## src/rtl/core/bai_pkg.sv

```systemverilog
package bai_pkg;

   // Built depth of the list and the widths that follow from it.
   localparam int MAX_ENTRIES = 16;
   localparam int IDX_W       = $clog2(MAX_ENTRIES);
   localparam int CNT_W       = 5;
   localparam int POS_W       = 5;
   localparam int OP_W        = 3;
   localparam int WORD_W      = 32;
   localparam int CSR_DATA_W  = 32;
   localparam int CSR_ADDR_W  = 3;

   localparam logic [CNT_W-1:0] CAP_RESET = CNT_W'(MAX_ENTRIES);
   localparam logic [CNT_W-1:0] CAP_MAX   = CNT_W'(MAX_ENTRIES);
   localparam logic [CNT_W-1:0] CAP_MIN   = CNT_W'(1);

   // Register index, taken from the word address bit of the config port.
   localparam logic [0:0] REG_CAPACITY = 1'b0;

   typedef logic signed [WORD_W-1:0] entry_type;
   typedef entry_type entries_type [MAX_ENTRIES];

   typedef enum logic [OP_W-1:0] {
      OP_APPEND    = 3'd0,
      OP_INSERT    = 3'd1,
      OP_READ      = 3'd2,
      OP_DELETE    = 3'd3,
      OP_OVERWRITE = 3'd4,
      OP_CLEAR     = 3'd5
   } op_type;

   typedef enum logic [1:0] {
      ST_DONE     = 2'd0,
      ST_FULL     = 2'd1,
      ST_BAD_POS  = 2'd2
   } status_type;

   // What a cell loads at the next edge.
   typedef enum logic [1:0] {
      CELL_HOLD       = 2'd0,
      CELL_LOAD       = 2'd1,
      CELL_TAKE_LOWER = 2'd2,
      CELL_TAKE_UPPER = 2'd3
   } cell_ctl_type;

   typedef cell_ctl_type cell_ctls_type [MAX_ENTRIES];

   typedef struct packed {
      status_type         status;
      entry_type          read_data;
      logic [CNT_W-1:0]   element_count;
      logic               is_empty;
      logic               is_full;
   } result_type;

endpackage

```

## src/rtl/core/bai_cell.sv

```systemverilog
module bai_cell (
   input  logic                  clock,
   input  bai_pkg::cell_ctl_type ctl,
   input  bai_pkg::entry_type    data_in,
   input  bai_pkg::entry_type    lower_q,
   input  bai_pkg::entry_type    upper_q,
   output bai_pkg::entry_type    q
);

   bai_pkg::entry_type data_ff;
   bai_pkg::entry_type data_in_sel;

   always_comb begin
      unique case (ctl)
         bai_pkg::CELL_HOLD:       data_in_sel = data_ff;
         bai_pkg::CELL_LOAD:       data_in_sel = data_in;
         bai_pkg::CELL_TAKE_LOWER: data_in_sel = lower_q;
         bai_pkg::CELL_TAKE_UPPER: data_in_sel = upper_q;
         default:                  data_in_sel = data_ff;
      endcase
   end

   always_ff @(posedge clock) begin
      data_ff <= data_in_sel;
   end

   assign q = data_ff;

endmodule

```

## src/rtl/core/bai_ctrl.sv

```systemverilog
module bai_ctrl (
   input  logic                         clock,
   input  logic                         reset,
   input  logic                         req_accept,
   input  logic [bai_pkg::OP_W-1:0]     opcode,
   input  logic [bai_pkg::POS_W-1:0]    position,
   input  logic [bai_pkg::CNT_W-1:0]    capacity_raw,
   input  bai_pkg::entries_type         entries,
   output bai_pkg::cell_ctls_type       cell_ctl,
   output bai_pkg::result_type          result
);

   logic [bai_pkg::CNT_W-1:0] fill_count_ff;
   logic [bai_pkg::CNT_W-1:0] fill_count_in;
   logic [bai_pkg::CNT_W-1:0] next_count;
   logic [bai_pkg::CNT_W-1:0] cap;
   logic                      list_full;
   bai_pkg::status_type       status;
   bai_pkg::entry_type        read_data;
   bai_pkg::cell_ctls_type    ctl_raw;
   bai_pkg::op_type           op;

   assign op = bai_pkg::op_type'(opcode);

   // The register value is clamped into 1..depth before it is used.
   always_comb begin
      priority if (capacity_raw < bai_pkg::CAP_MIN) begin
         cap = bai_pkg::CAP_MIN;
      end else if (capacity_raw > bai_pkg::CAP_MAX) begin
         cap = bai_pkg::CAP_MAX;
      end else begin
         cap = capacity_raw;
      end
   end

   assign list_full = (fill_count_ff >= cap);

   always_comb begin
      status     = bai_pkg::ST_DONE;
      read_data  = '0;
      next_count = fill_count_ff;
      for (int i = 0; i < bai_pkg::MAX_ENTRIES; i++) begin
         ctl_raw[i] = bai_pkg::CELL_HOLD;
      end
      unique case (op)
         bai_pkg::OP_APPEND: begin
            if (list_full) begin
               status = bai_pkg::ST_FULL;
            end else begin
               for (int i = 0; i < bai_pkg::MAX_ENTRIES; i++) begin
                  if (bai_pkg::CNT_W'(i) == fill_count_ff) ctl_raw[i] = bai_pkg::CELL_LOAD;
               end
               next_count = fill_count_ff + bai_pkg::CNT_W'(1);
            end
         end
         bai_pkg::OP_INSERT: begin
            priority if (list_full) begin
               status = bai_pkg::ST_FULL;
            end else if (position >= cap) begin
               status = bai_pkg::ST_BAD_POS;
            end else if (position >= fill_count_ff) begin
               // Past the end but inside capacity: same as an append.
               for (int i = 0; i < bai_pkg::MAX_ENTRIES; i++) begin
                  if (bai_pkg::CNT_W'(i) == fill_count_ff) ctl_raw[i] = bai_pkg::CELL_LOAD;
               end
               next_count = fill_count_ff + bai_pkg::CNT_W'(1);
            end else begin
               // Every cell above the position takes its lower neighbor.
               for (int i = 0; i < bai_pkg::MAX_ENTRIES; i++) begin
                  if (bai_pkg::POS_W'(i) > position) begin
                     ctl_raw[i] = bai_pkg::CELL_TAKE_LOWER;
                  end else if (bai_pkg::POS_W'(i) == position) begin
                     ctl_raw[i] = bai_pkg::CELL_LOAD;
                  end
               end
               next_count = fill_count_ff + bai_pkg::CNT_W'(1);
            end
         end
         bai_pkg::OP_READ: begin
            if (position >= fill_count_ff) begin
               status = bai_pkg::ST_BAD_POS;
            end else begin
               read_data = entries[position[bai_pkg::IDX_W-1:0]];
            end
         end
         bai_pkg::OP_DELETE: begin
            if (position >= fill_count_ff) begin
               status = bai_pkg::ST_BAD_POS;
            end else begin
               // The top cell keeps its word; it lies past the new end.
               for (int i = 0; i < bai_pkg::MAX_ENTRIES - 1; i++) begin
                  if (bai_pkg::POS_W'(i) >= position) ctl_raw[i] = bai_pkg::CELL_TAKE_UPPER;
               end
               next_count = fill_count_ff - bai_pkg::CNT_W'(1);
            end
         end
         bai_pkg::OP_OVERWRITE: begin
            if (position >= fill_count_ff) begin
               status = bai_pkg::ST_BAD_POS;
            end else begin
               for (int i = 0; i < bai_pkg::MAX_ENTRIES; i++) begin
                  if (bai_pkg::POS_W'(i) == position) ctl_raw[i] = bai_pkg::CELL_LOAD;
               end
            end
         end
         bai_pkg::OP_CLEAR: begin
            next_count = '0;
         end
         default: begin
         end
      endcase
   end

   always_comb begin
      for (int i = 0; i < bai_pkg::MAX_ENTRIES; i++) begin
         cell_ctl[i] = req_accept ? ctl_raw[i] : bai_pkg::CELL_HOLD;
      end
   end

   assign fill_count_in = req_accept ? next_count : fill_count_ff;

   always_ff @(posedge clock) begin
      if (reset) begin
         fill_count_ff <= '0;
      end else begin
         fill_count_ff <= fill_count_in;
      end
   end

   always_comb begin
      result.status        = status;
      result.read_data     = read_data;
      result.element_count = next_count;
      result.is_empty      = (next_count == '0);
      result.is_full       = (next_count >= cap);
   end

   a_count_bounded: assert property (@(posedge clock) disable iff (reset)
      fill_count_ff <= bai_pkg::CNT_W'(bai_pkg::MAX_ENTRIES))
      else $error("entry count beyond the built depth");

   a_clear_empties: assert property (@(posedge clock) disable iff (reset)
      req_accept && op == bai_pkg::OP_CLEAR |=> fill_count_ff == '0)
      else $error("clear did not empty the list");

   a_error_keeps_count: assert property (@(posedge clock) disable iff (reset)
      req_accept && status != bai_pkg::ST_DONE |=> $stable(fill_count_ff))
      else $error("failed request changed the entry count");

   a_delete_drops_one: assert property (@(posedge clock) disable iff (reset)
      req_accept && op == bai_pkg::OP_DELETE && status == bai_pkg::ST_DONE
      |=> fill_count_ff == $past(fill_count_ff) - bai_pkg::CNT_W'(1))
      else $error("delete did not drop the count by one");

   a_error_holds_cells: assert property (@(posedge clock) disable iff (reset)
      status != bai_pkg::ST_DONE |-> cell_ctl[0] == bai_pkg::CELL_HOLD)
      else $error("failed request moved the bottom cell");

endmodule

```

## src/rtl/core/bounded_array_insert_delete.sv

```systemverilog
// Channel   Direction  Handshake              Payload
// req_      in         req_tvalid/req_tready  tuser opcode; tdata position, data_in
// rsp_      out        rsp_tvalid/rsp_tready  tdata status, read_data, count, flags
// csr_      in         APB, pready always 1   capacity_in_use at byte address 0
//
// Each word is handled in the cycle it is accepted: the row of cells shifts,
// loads or holds at that edge, so insert and delete finish at that edge whatever
// the position. The result is captured in an output register at the same edge.
// One word per cycle is sustained; req_tready drops only while a result waits
// in the output register and rsp_tready is low.
// Reset clears the entry count, the output valid flag and sets the capacity
// to the built depth; the cell contents stay undefined until written.
module bounded_array_insert_delete (
   input  logic                              clock,
   input  logic                              reset,

   input  logic                              req_tvalid,
   output logic                              req_tready,
   // [4:0] position, [36:5] data_in, [39:37] zero
   input  logic [39:0]                       req_tdata,
   // [2:0] opcode
   input  logic [2:0]                        req_tuser,

   output logic                              rsp_tvalid,
   input  logic                              rsp_tready,
   // [1:0] status, [33:2] read_data, [38:34] element_count, [39] is_empty,
   // [40] is_full, [47:41] zero
   output logic [47:0]                       rsp_tdata,

   input  logic                              csr_psel,
   input  logic                              csr_penable,
   input  logic                              csr_pwrite,
   input  logic [bai_pkg::CSR_ADDR_W-1:0]    csr_paddr,
   input  logic [bai_pkg::CSR_DATA_W-1:0]    csr_pwdata,
   output logic [bai_pkg::CSR_DATA_W-1:0]    csr_prdata,
   output logic                              csr_pready
);

   // Configuration register. Only the word address bit selects the register.
   logic [bai_pkg::CNT_W-1:0] capacity_ff;
   logic [bai_pkg::CNT_W-1:0] capacity_in;
   logic                      csr_write;
   logic                      csr_hit;

   assign csr_pready = 1'b1;
   assign csr_hit    = (csr_paddr[bai_pkg::CSR_ADDR_W-1:2] == bai_pkg::REG_CAPACITY);
   assign csr_write  = csr_psel && csr_penable && csr_pwrite && csr_pready;
   assign capacity_in = (csr_write && csr_hit) ? csr_pwdata[bai_pkg::CNT_W-1:0]
                                               : capacity_ff;
   assign csr_prdata = csr_hit ? bai_pkg::CSR_DATA_W'(capacity_ff) : '0;

   always_ff @(posedge clock) begin
      if (reset) begin
         capacity_ff <= bai_pkg::CAP_RESET;
      end else begin
         capacity_ff <= capacity_in;
      end
   end

   // Output register state, used by the input handshake below.
   logic                rsp_tvalid_ff;
   logic                rsp_tvalid_in;
   bai_pkg::result_type rsp_result_ff;
   bai_pkg::result_type rsp_result_in;

   // Input word fields.
   logic                          req_accept;
   logic [bai_pkg::OP_W-1:0]      opcode;
   logic [bai_pkg::POS_W-1:0]     position;
   bai_pkg::entry_type            data_in;

   assign opcode     = req_tuser[bai_pkg::OP_W-1:0];
   assign position   = req_tdata[bai_pkg::POS_W-1:0];
   assign data_in    = req_tdata[bai_pkg::POS_W +: bai_pkg::WORD_W];
   assign req_tready = !rsp_tvalid_ff || rsp_tready;
   assign req_accept = req_tvalid && req_tready;

   // The row of cells. Each cell sees its two neighbors; the ends see themselves.
   bai_pkg::entries_type   entries;
   bai_pkg::cell_ctls_type cell_ctl;
   bai_pkg::result_type    result;

   for (genvar g = 0; g < bai_pkg::MAX_ENTRIES; g++) begin : g_cell
      bai_pkg::entry_type lower_q;
      bai_pkg::entry_type upper_q;
      if (g == 0) begin : g_bottom
         assign lower_q = entries[g];
      end else begin : g_lower
         assign lower_q = entries[g-1];
      end
      if (g == bai_pkg::MAX_ENTRIES - 1) begin : g_top
         assign upper_q = entries[g];
      end else begin : g_upper
         assign upper_q = entries[g+1];
      end
      bai_cell u_cell (
         .clock   (clock),
         .ctl     (cell_ctl[g]),
         .data_in (data_in),
         .lower_q (lower_q),
         .upper_q (upper_q),
         .q       (entries[g])
      );
   end

   // Decode, entry count and result for the word at the input.
   bai_ctrl u_ctrl (
      .clock        (clock),
      .reset        (reset),
      .req_accept   (req_accept),
      .opcode       (opcode),
      .position     (position),
      .capacity_raw (capacity_ff),
      .entries      (entries),
      .cell_ctl     (cell_ctl),
      .result       (result)
   );

   // Output register. It refills in the same cycle it is emptied.
   assign rsp_tvalid_in = req_accept ? 1'b1 : (rsp_tvalid_ff && !rsp_tready);
   assign rsp_result_in = req_accept ? result : rsp_result_ff;

   always_ff @(posedge clock) begin
      if (reset) begin
         rsp_tvalid_ff <= 1'b0;
      end else begin
         rsp_tvalid_ff <= rsp_tvalid_in;
      end
   end

   always_ff @(posedge clock) begin
      rsp_result_ff <= rsp_result_in;
   end

   assign rsp_tvalid = rsp_tvalid_ff;
   assign rsp_tdata  = {7'b0,
                        rsp_result_ff.is_full,
                        rsp_result_ff.is_empty,
                        rsp_result_ff.element_count,
                        rsp_result_ff.read_data,
                        rsp_result_ff.status};

endmodule

```

## config.mk

```make
export PLATFORM = sky130hd
export DESIGN_NAME = bounded_array_insert_delete
export DESIGN_NICKNAME = d
export VERILOG_FILES = /design/src/rtl/core/bai_pkg.sv /design/src/rtl/core/bai_cell.sv /design/src/rtl/core/bai_ctrl.sv /design/src/rtl/core/bounded_array_insert_delete.sv
export SDC_FILE = /design/constraint.sdc
export NUM_CORES = 1
export LEC_CHECK = 0
export BUFFER_PORTS_ARGS = -buffer_cell sky130_fd_sc_hd__buf_2
export CAP_MARGIN = 20
export CORE_MARGIN = 3
export CORE_UTILIZATION = 30
export CTS_BUF_LIST = sky130_fd_sc_hd__clkbuf_16
export DETAILED_ROUTE_END_ITERATION = 8
export GPL_TIMING_DRIVEN = 0
export PLACE_DENSITY = 0.48
export SLEW_MARGIN = 40
export SYNTH_ARGS = -nofsm -noshare
export SYNTH_HDL_FRONTEND = slang
export SYNTH_HIERARCHICAL = 1
export SYNTH_SLANG_ARGS = --single-unit
```

## constraint.sdc

```tcl
create_clock -name clock -period 6 [get_ports clock]
set_input_delay 0.6 -clock clock [delete_from_list [all_inputs] [get_ports clock]]
set_output_delay 0.6 -clock clock [all_outputs]
set_load 0.02 [all_outputs]
```

# Word level (Yosys, flattened, before mapping)
# Cells that the tools add are included.
op_classes:
  n_reduce_logical: 32
  n_mux: 120
  add_sub_neg: 2
  n_eq_ne: 83
  n_bitwise: 3
  magnitude_cmp: 38
op_table:
  columns: ["cell", "count"]
  rows:
  - ["32-bit case mux with 3 select lines", 14]
  - ["32-bit two-way mux", 7]
  - ["32-bit binary-select mux with 4-bit select", 1]
  - ["32-bit case mux with 2 select lines", 2]
  - ["30-bit case mux with 4 select lines", 1]
  - ["2-bit two-way mux", 50]
  - ["4-bit by 5-bit equality test with 1-bit output (first input constant)", 16]
  - ["2-bit equality test (second input constant)", 32]
  - ["3-bit by 5-bit equality test with 1-bit output (first input constant)", 8]
  - ["4-bit by 5-bit greater-than comparator with 1-bit output (first input constant)", 8]
  - ["4-bit by 5-bit >= comparator with 1-bit output (first input constant)", 7]
  - ["5-bit two-way mux", 7]
  - ["1-bit two-way mux", 34]
  - ["2-bit by 1-bit equality test with 1-bit output (second input constant)", 16]
  - ["2-bit zero test", 16]
  - ["30-bit two-way mux", 1]
  - ["2-bit by 5-bit equality test with 1-bit output (first input constant)", 4]
  - ["3-bit by 5-bit >= comparator with 1-bit output (first input constant)", 4]
  - ["5-bit >= comparator", 4]
  - ["3-bit by 5-bit greater-than comparator with 1-bit output (first input constant)", 4]
  - ["5-bit case mux with 4 select lines", 1]
  - ["5-bit zero test", 3]
  - ["2-bit case mux with 3 select lines", 2]
  - ["1-bit by 5-bit equality test with 1-bit output (first input constant)", 2]
  - ["other kinds (20)", 34]
word_totals:
  out_inout_bits: 83
  wordCells: 302
  inputBits: 85
  register_bits: 564

# Depth between registers and ports, before layout
depth:
  depth_word: 10
  ltp_mapped: 17
  depth_no_buf: 17

# Hierarchy
# Netlist, hierarchy kept.
by_module_without_submodules:
  columns: ["mod", "seq_area_each_um2", "n_inst", "cells_per_inst", "area_each_um2"]
  rows:
  - ["bai_cell", 960.9, 16, 140, 1672.9]
  - ["bai_ctrl", 100.1, 1, 540, 6062.1]
  - ["bounded_array_insert_delete", 1351.3, 1, 111, 1819.2]

# Worst setup path after synthesis
# No wires, ideal clock.
synth_path:
  path_kind: "input port to flip-flop"
  startpoint: "input rsp_tready"
  endpoint: "register g_cell[9].u_cell.data_ff[0], enable pin"
  setup_ps: 375
  path_stages: 10
  t_arrival_ps: 3736
  path_slack_ps: 1889
  required_ps: 5625
  path_buffers: 3
  cell_sequence: "nand2b_1 -> and2_1 -> nand2_1 -> a21oi_1 -> clkbuf_1 -> o21ai_0 -> o32ai_1 -> buf_6 -> buf_12 -> or2_2"
synth_lines:
  columns: ["item", "line_no", "rtl"]
  rows:
  - ["start, declared", "bounded_array_insert_delete.sv:25", "input logic rsp_tready,"]
  - ["end signal, assigned", "bai_cell.sv:24", "data_ff <= data_in_sel;"]
  - ["end, declared", "bai_cell.sv:10", "bai_pkg::entry_type data_ff;"]

==> results.ini <==
[synthesis]
yosysTopAreaCellShare_pct = 47.9
synthesis.yosys.warnings = 6
post_synth_inst_count = 2891
netlist-cell-type-count = 70
ff_latch_count_synth = 564
synth_sequential_area_ratio_pct = 48.6
synth_ff_type = sky130_fd_sc_hd__edfxtp_1
synth_area_um2 = 34600
number_of_enable_flip_flop_cells_after_synthesis = 553
synth.area.top_cells = sky130_fd_sc_hd__edfxtp_1 (48%), sky130_fd_sc_hd__mux2i_1 (15%), sky130_fd_sc_hd__mux4_2 (10%)
post-synth-top-area-cell = sky130_fd_sc_hd__edfxtp_1
syn-mean-instance-area_um2 = 12.0
synth-async-reset-ratio_pct = 0

[die]
rows = 124
floorplan.die.height_um = 346
chipWidth_um = 346
initial_core_util_pct = 30.3
dieArea_um2 = 120000
floorplan.core_area_um2 = 115000
boundary_pin_count = 168

[run_status]
outcome = completed

[pwr]
power_density_nw_per_um2 = 243
power.switching_fraction_pct = 24.4
total_leakage_power_uw = 0.0128
switchingPower_uw = 2340
irDropWorstVdd_uv = 168
share_seq_of_total_power_pct = 46.0
power_frac_comb_pct = 9.5
cell_internal_pwr_uw = 7250
clock_power_share_pct = 44.4

[finish]
area.growth.synth_to_final_pct = 14.0
nets = 3206
final-instance-count-excl-fill = 4661
final_core_util_pct = 34.5
final_layout_size_suffix_gt1_share_pct = 19.0
fillers = 11500

[clocking]
postCtsHoldBufs = 0
tritoncts = built
cts_repair_resize_count = 0
clock-root-buffer = sky130_fd_sc_hd__clkbuf_16
cts_inserted_buffers = 71
post_cts.repair.setup_buffers = 0
clkTransAtPathRegs_ns = 0.05
cts.htree.levels = 3
numClockSinks = 564
worstSkewPairLatency_ns = 0.64
cts-root-to-sink-buffers = 3

[setup_path]
timing.critical_path.slowest_stage_cell = sky130_fd_sc_hd__or2_4
timing.rr.start = u_ctrl/fill_count_ff[2]$_SDFFE_PP0P_
timing.critical_path.required_ns = 6.26
critical-path-top-cell-by-count = sky130_fd_sc_hd__buf_2
worstSetupStartpointType = input pin
critical_path.max_stage_delay_ns = 0.58
path_cells = clkbuf_1 -> buf_2 -> inv_1 -> ha_1 -> nand2b_1 -> a31oi_2 -> o21a_1 -> a31oi_1 -> nor3_1 -> buf_2 -> nand4_1 -> a211oi_1 -> buf_6 -> buf_12 -> or2_4
critPathMaxFanout = 32
critical_path.startpoint = req_tdata[0]
cp.arrival_ns = 5.45
endpoint_kind = register
criticalPathCategory = input pin to register

[timing]
setup_viol_count_final = 0
timing.clock.skew_ns = 0.0282
fin_crit_ns = 5.20
hold_violations = 0
slew_headroom_pct = 38.7
rsz0062_at_grt = no
achievable_freq_mhz = 192
slew_violations = 0
final_min_period_over_clock_period_pct = 86.6
worstMarginPinSlew_ns = 0.920

[detailed_routing]
wirelength_mm = 119
detail_route.iter0.violations = 2250
route.detailed.vias_per_inst = 5.27
drcViolationCount = 0
detailedRoute.firstPassIterationCount = 5
wire_per_inst_um = 25.5
ant_nets = 0
routed_via_count = 24600

[place]
place.detailed.instances = 4534
hpwlAfterDp_mm = 89.3
globalplace.congestion = 0.875
port_buffers = 97

[grt]
via_count_of_the_first_global_routing_pass = 24400
first_pass_grt_wire_length_mm = 173
maximum_number_of_pins_on_one_net_before_global_route_repair = 33
globalRouteTotalUtil_pct = 19.4
grt_remaining_overflow = 0
antenna_found_initial = 8

[min_path]
hold_path_class = input pin to register
holdCritStartpoint = reset

[run]
max-cap-violations = 0

[cell families after synthesis]
logic type      count (synthesis)  synth area share (%)
simple gates                  718                  8.86
mux                           678                  25.4
compound gates                615                  9.61
flops                         564                  48.6
buf+inv                       289                  6.68
fa+ha+maj                      25                 0.903
other cells                     2                0.0217
[metrics by stage]
step | hold slack [ns] | setup TNS, ns | power (µW) | instance area [µm²] | worst slack, ns
5_1_grt | 0.186 | 0 | 9940 | 39500 | 0.556
3_5_place_dp | 0.487 | 0 | 5410 | 37200 | 0.0719
2_1_floorplan | 0.458 | 0 | 5090 | 34800 | 1.89
3_3_place_gp | 0.487 | -197.91 | 5400 | 37100 | -0.846
4_1_cts | 0.152 | 0 | 9710 | 39500 | 0.739
6_report | 0.192 | 0 | 9600 | 39500 | 0.802
[worst max-delay path: cells and delay by family]
family,cells,cell delay (ns)
compound gates,4,1.20
fa+ha+maj,1,0.34
simple gates,4,1.19
buf+inv,6,2.03
[cells in the final DEF, fill, tap and decap left out, types with 27 or more instances in the layout]
cell type / instances
sky130_fd_sc_hd__clkbuf_16: 74
sky130_fd_sc_hd__inv_1: 27
sky130_fd_sc_hd__mux4_2: 160
sky130_fd_sc_hd__buf_12: 49
sky130_fd_sc_hd__nor2_1: 543
sky130_fd_sc_hd__mux2i_1: 518
sky130_fd_sc_hd__and3_1: 39
sky130_fd_sc_hd__buf_4: 60
sky130_fd_sc_hd__a21oi_1: 535
sky130_fd_sc_hd__clkbuf_1: 68
sky130_fd_sc_hd__conb_1: 35
sky130_fd_sc_hd__buf_2: 158
sky130_fd_sc_hd__edfxtp_1: 553
sky130_fd_sc_hd__nand2_1: 35
[per-layer routing]
metal / track usage, % / wire [µm] / vias up
met5: 0 / 21 / -
met4: 3.86 / 1660 / 4
met3: 4.57 / 9400 / 112
met2: 32.3 / 56700 / 809
met1: 25.8 / 51000 / 12400
li1: - / - / 11300
[power groups by stage]
stage / sequential, µW / combinational (µW) / clock [µW]
after floorplan: 4510 / 578 / 0
final: 4420 / 913 / 4270
after detailed placement: 4500 / 907 / 0
after global placement: 4500 / 893 / 0
after global routing: 4420 / 992 / 4530
after CTS: 4420 / 910 / 4380
[final cells by class]
class	count	area (µm²)	share of cell area [%]
clock buffer	74	1850	4.69
multi-input combinational	2071	15700	39.7
tap	1512	1890	4.79
sequential	564	16800	42.6
inverter	15	61.3	0.155
buffer	274	2280	5.76
clock inverter	47	395	1.00
antenna	5	12.5	0.0317
timing repair buffer	99	513	1.30
[Yosys cell counts, types with 8 or more instances]
master,count
sky130_fd_sc_hd__a21oi_1,535
sky130_fd_sc_hd__a31oi_1,9
sky130_fd_sc_hd__and3_1,39
sky130_fd_sc_hd__buf_1,8
sky130_fd_sc_hd__buf_12,48
sky130_fd_sc_hd__buf_2,57
sky130_fd_sc_hd__buf_4,59
sky130_fd_sc_hd__buf_6,20
sky130_fd_sc_hd__clkbuf_1,82
sky130_fd_sc_hd__dfxtp_1,11
sky130_fd_sc_hd__edfxtp_1,553
sky130_fd_sc_hd__ha_1,25
sky130_fd_sc_hd__inv_1,12
sky130_fd_sc_hd__mux2i_1,518
sky130_fd_sc_hd__mux4_2,160
sky130_fd_sc_hd__nand2_1,35
sky130_fd_sc_hd__nand2b_1,13
sky130_fd_sc_hd__nand3_1,14
sky130_fd_sc_hd__nor2_1,544
sky130_fd_sc_hd__nor3_1,12
sky130_fd_sc_hd__o21ai_0,12
sky130_fd_sc_hd__or2_2,19
[final timing paths]
path / end / slack, ns / cells after the start
setup / recovery: g_cell[15].u_cell/q[2]$_DFFE_PP_ / 0.80 / 15
hold / removal: u_ctrl/fill_count_ff[2]$_SDFFE_PP0P_ / 0.19 / 2
setup reg to reg: g_cell[13].u_cell/q[7]$_DFFE_PP_ / 1.19 / 13
hold reg to reg: capacity_ff[0]$_SDFFE_PP0P_ / 0.49 / 2
[registers in the layout, indices dropped and copies added (netlist names)]
name	flops
u_ctrl/fill_count_ff	5
rsp_tvalid	1
rsp_tdata	41
g_cell.u_cell/q	512
capacity_ff	5
No activity file was read; power rests on OpenSTA's default activity.
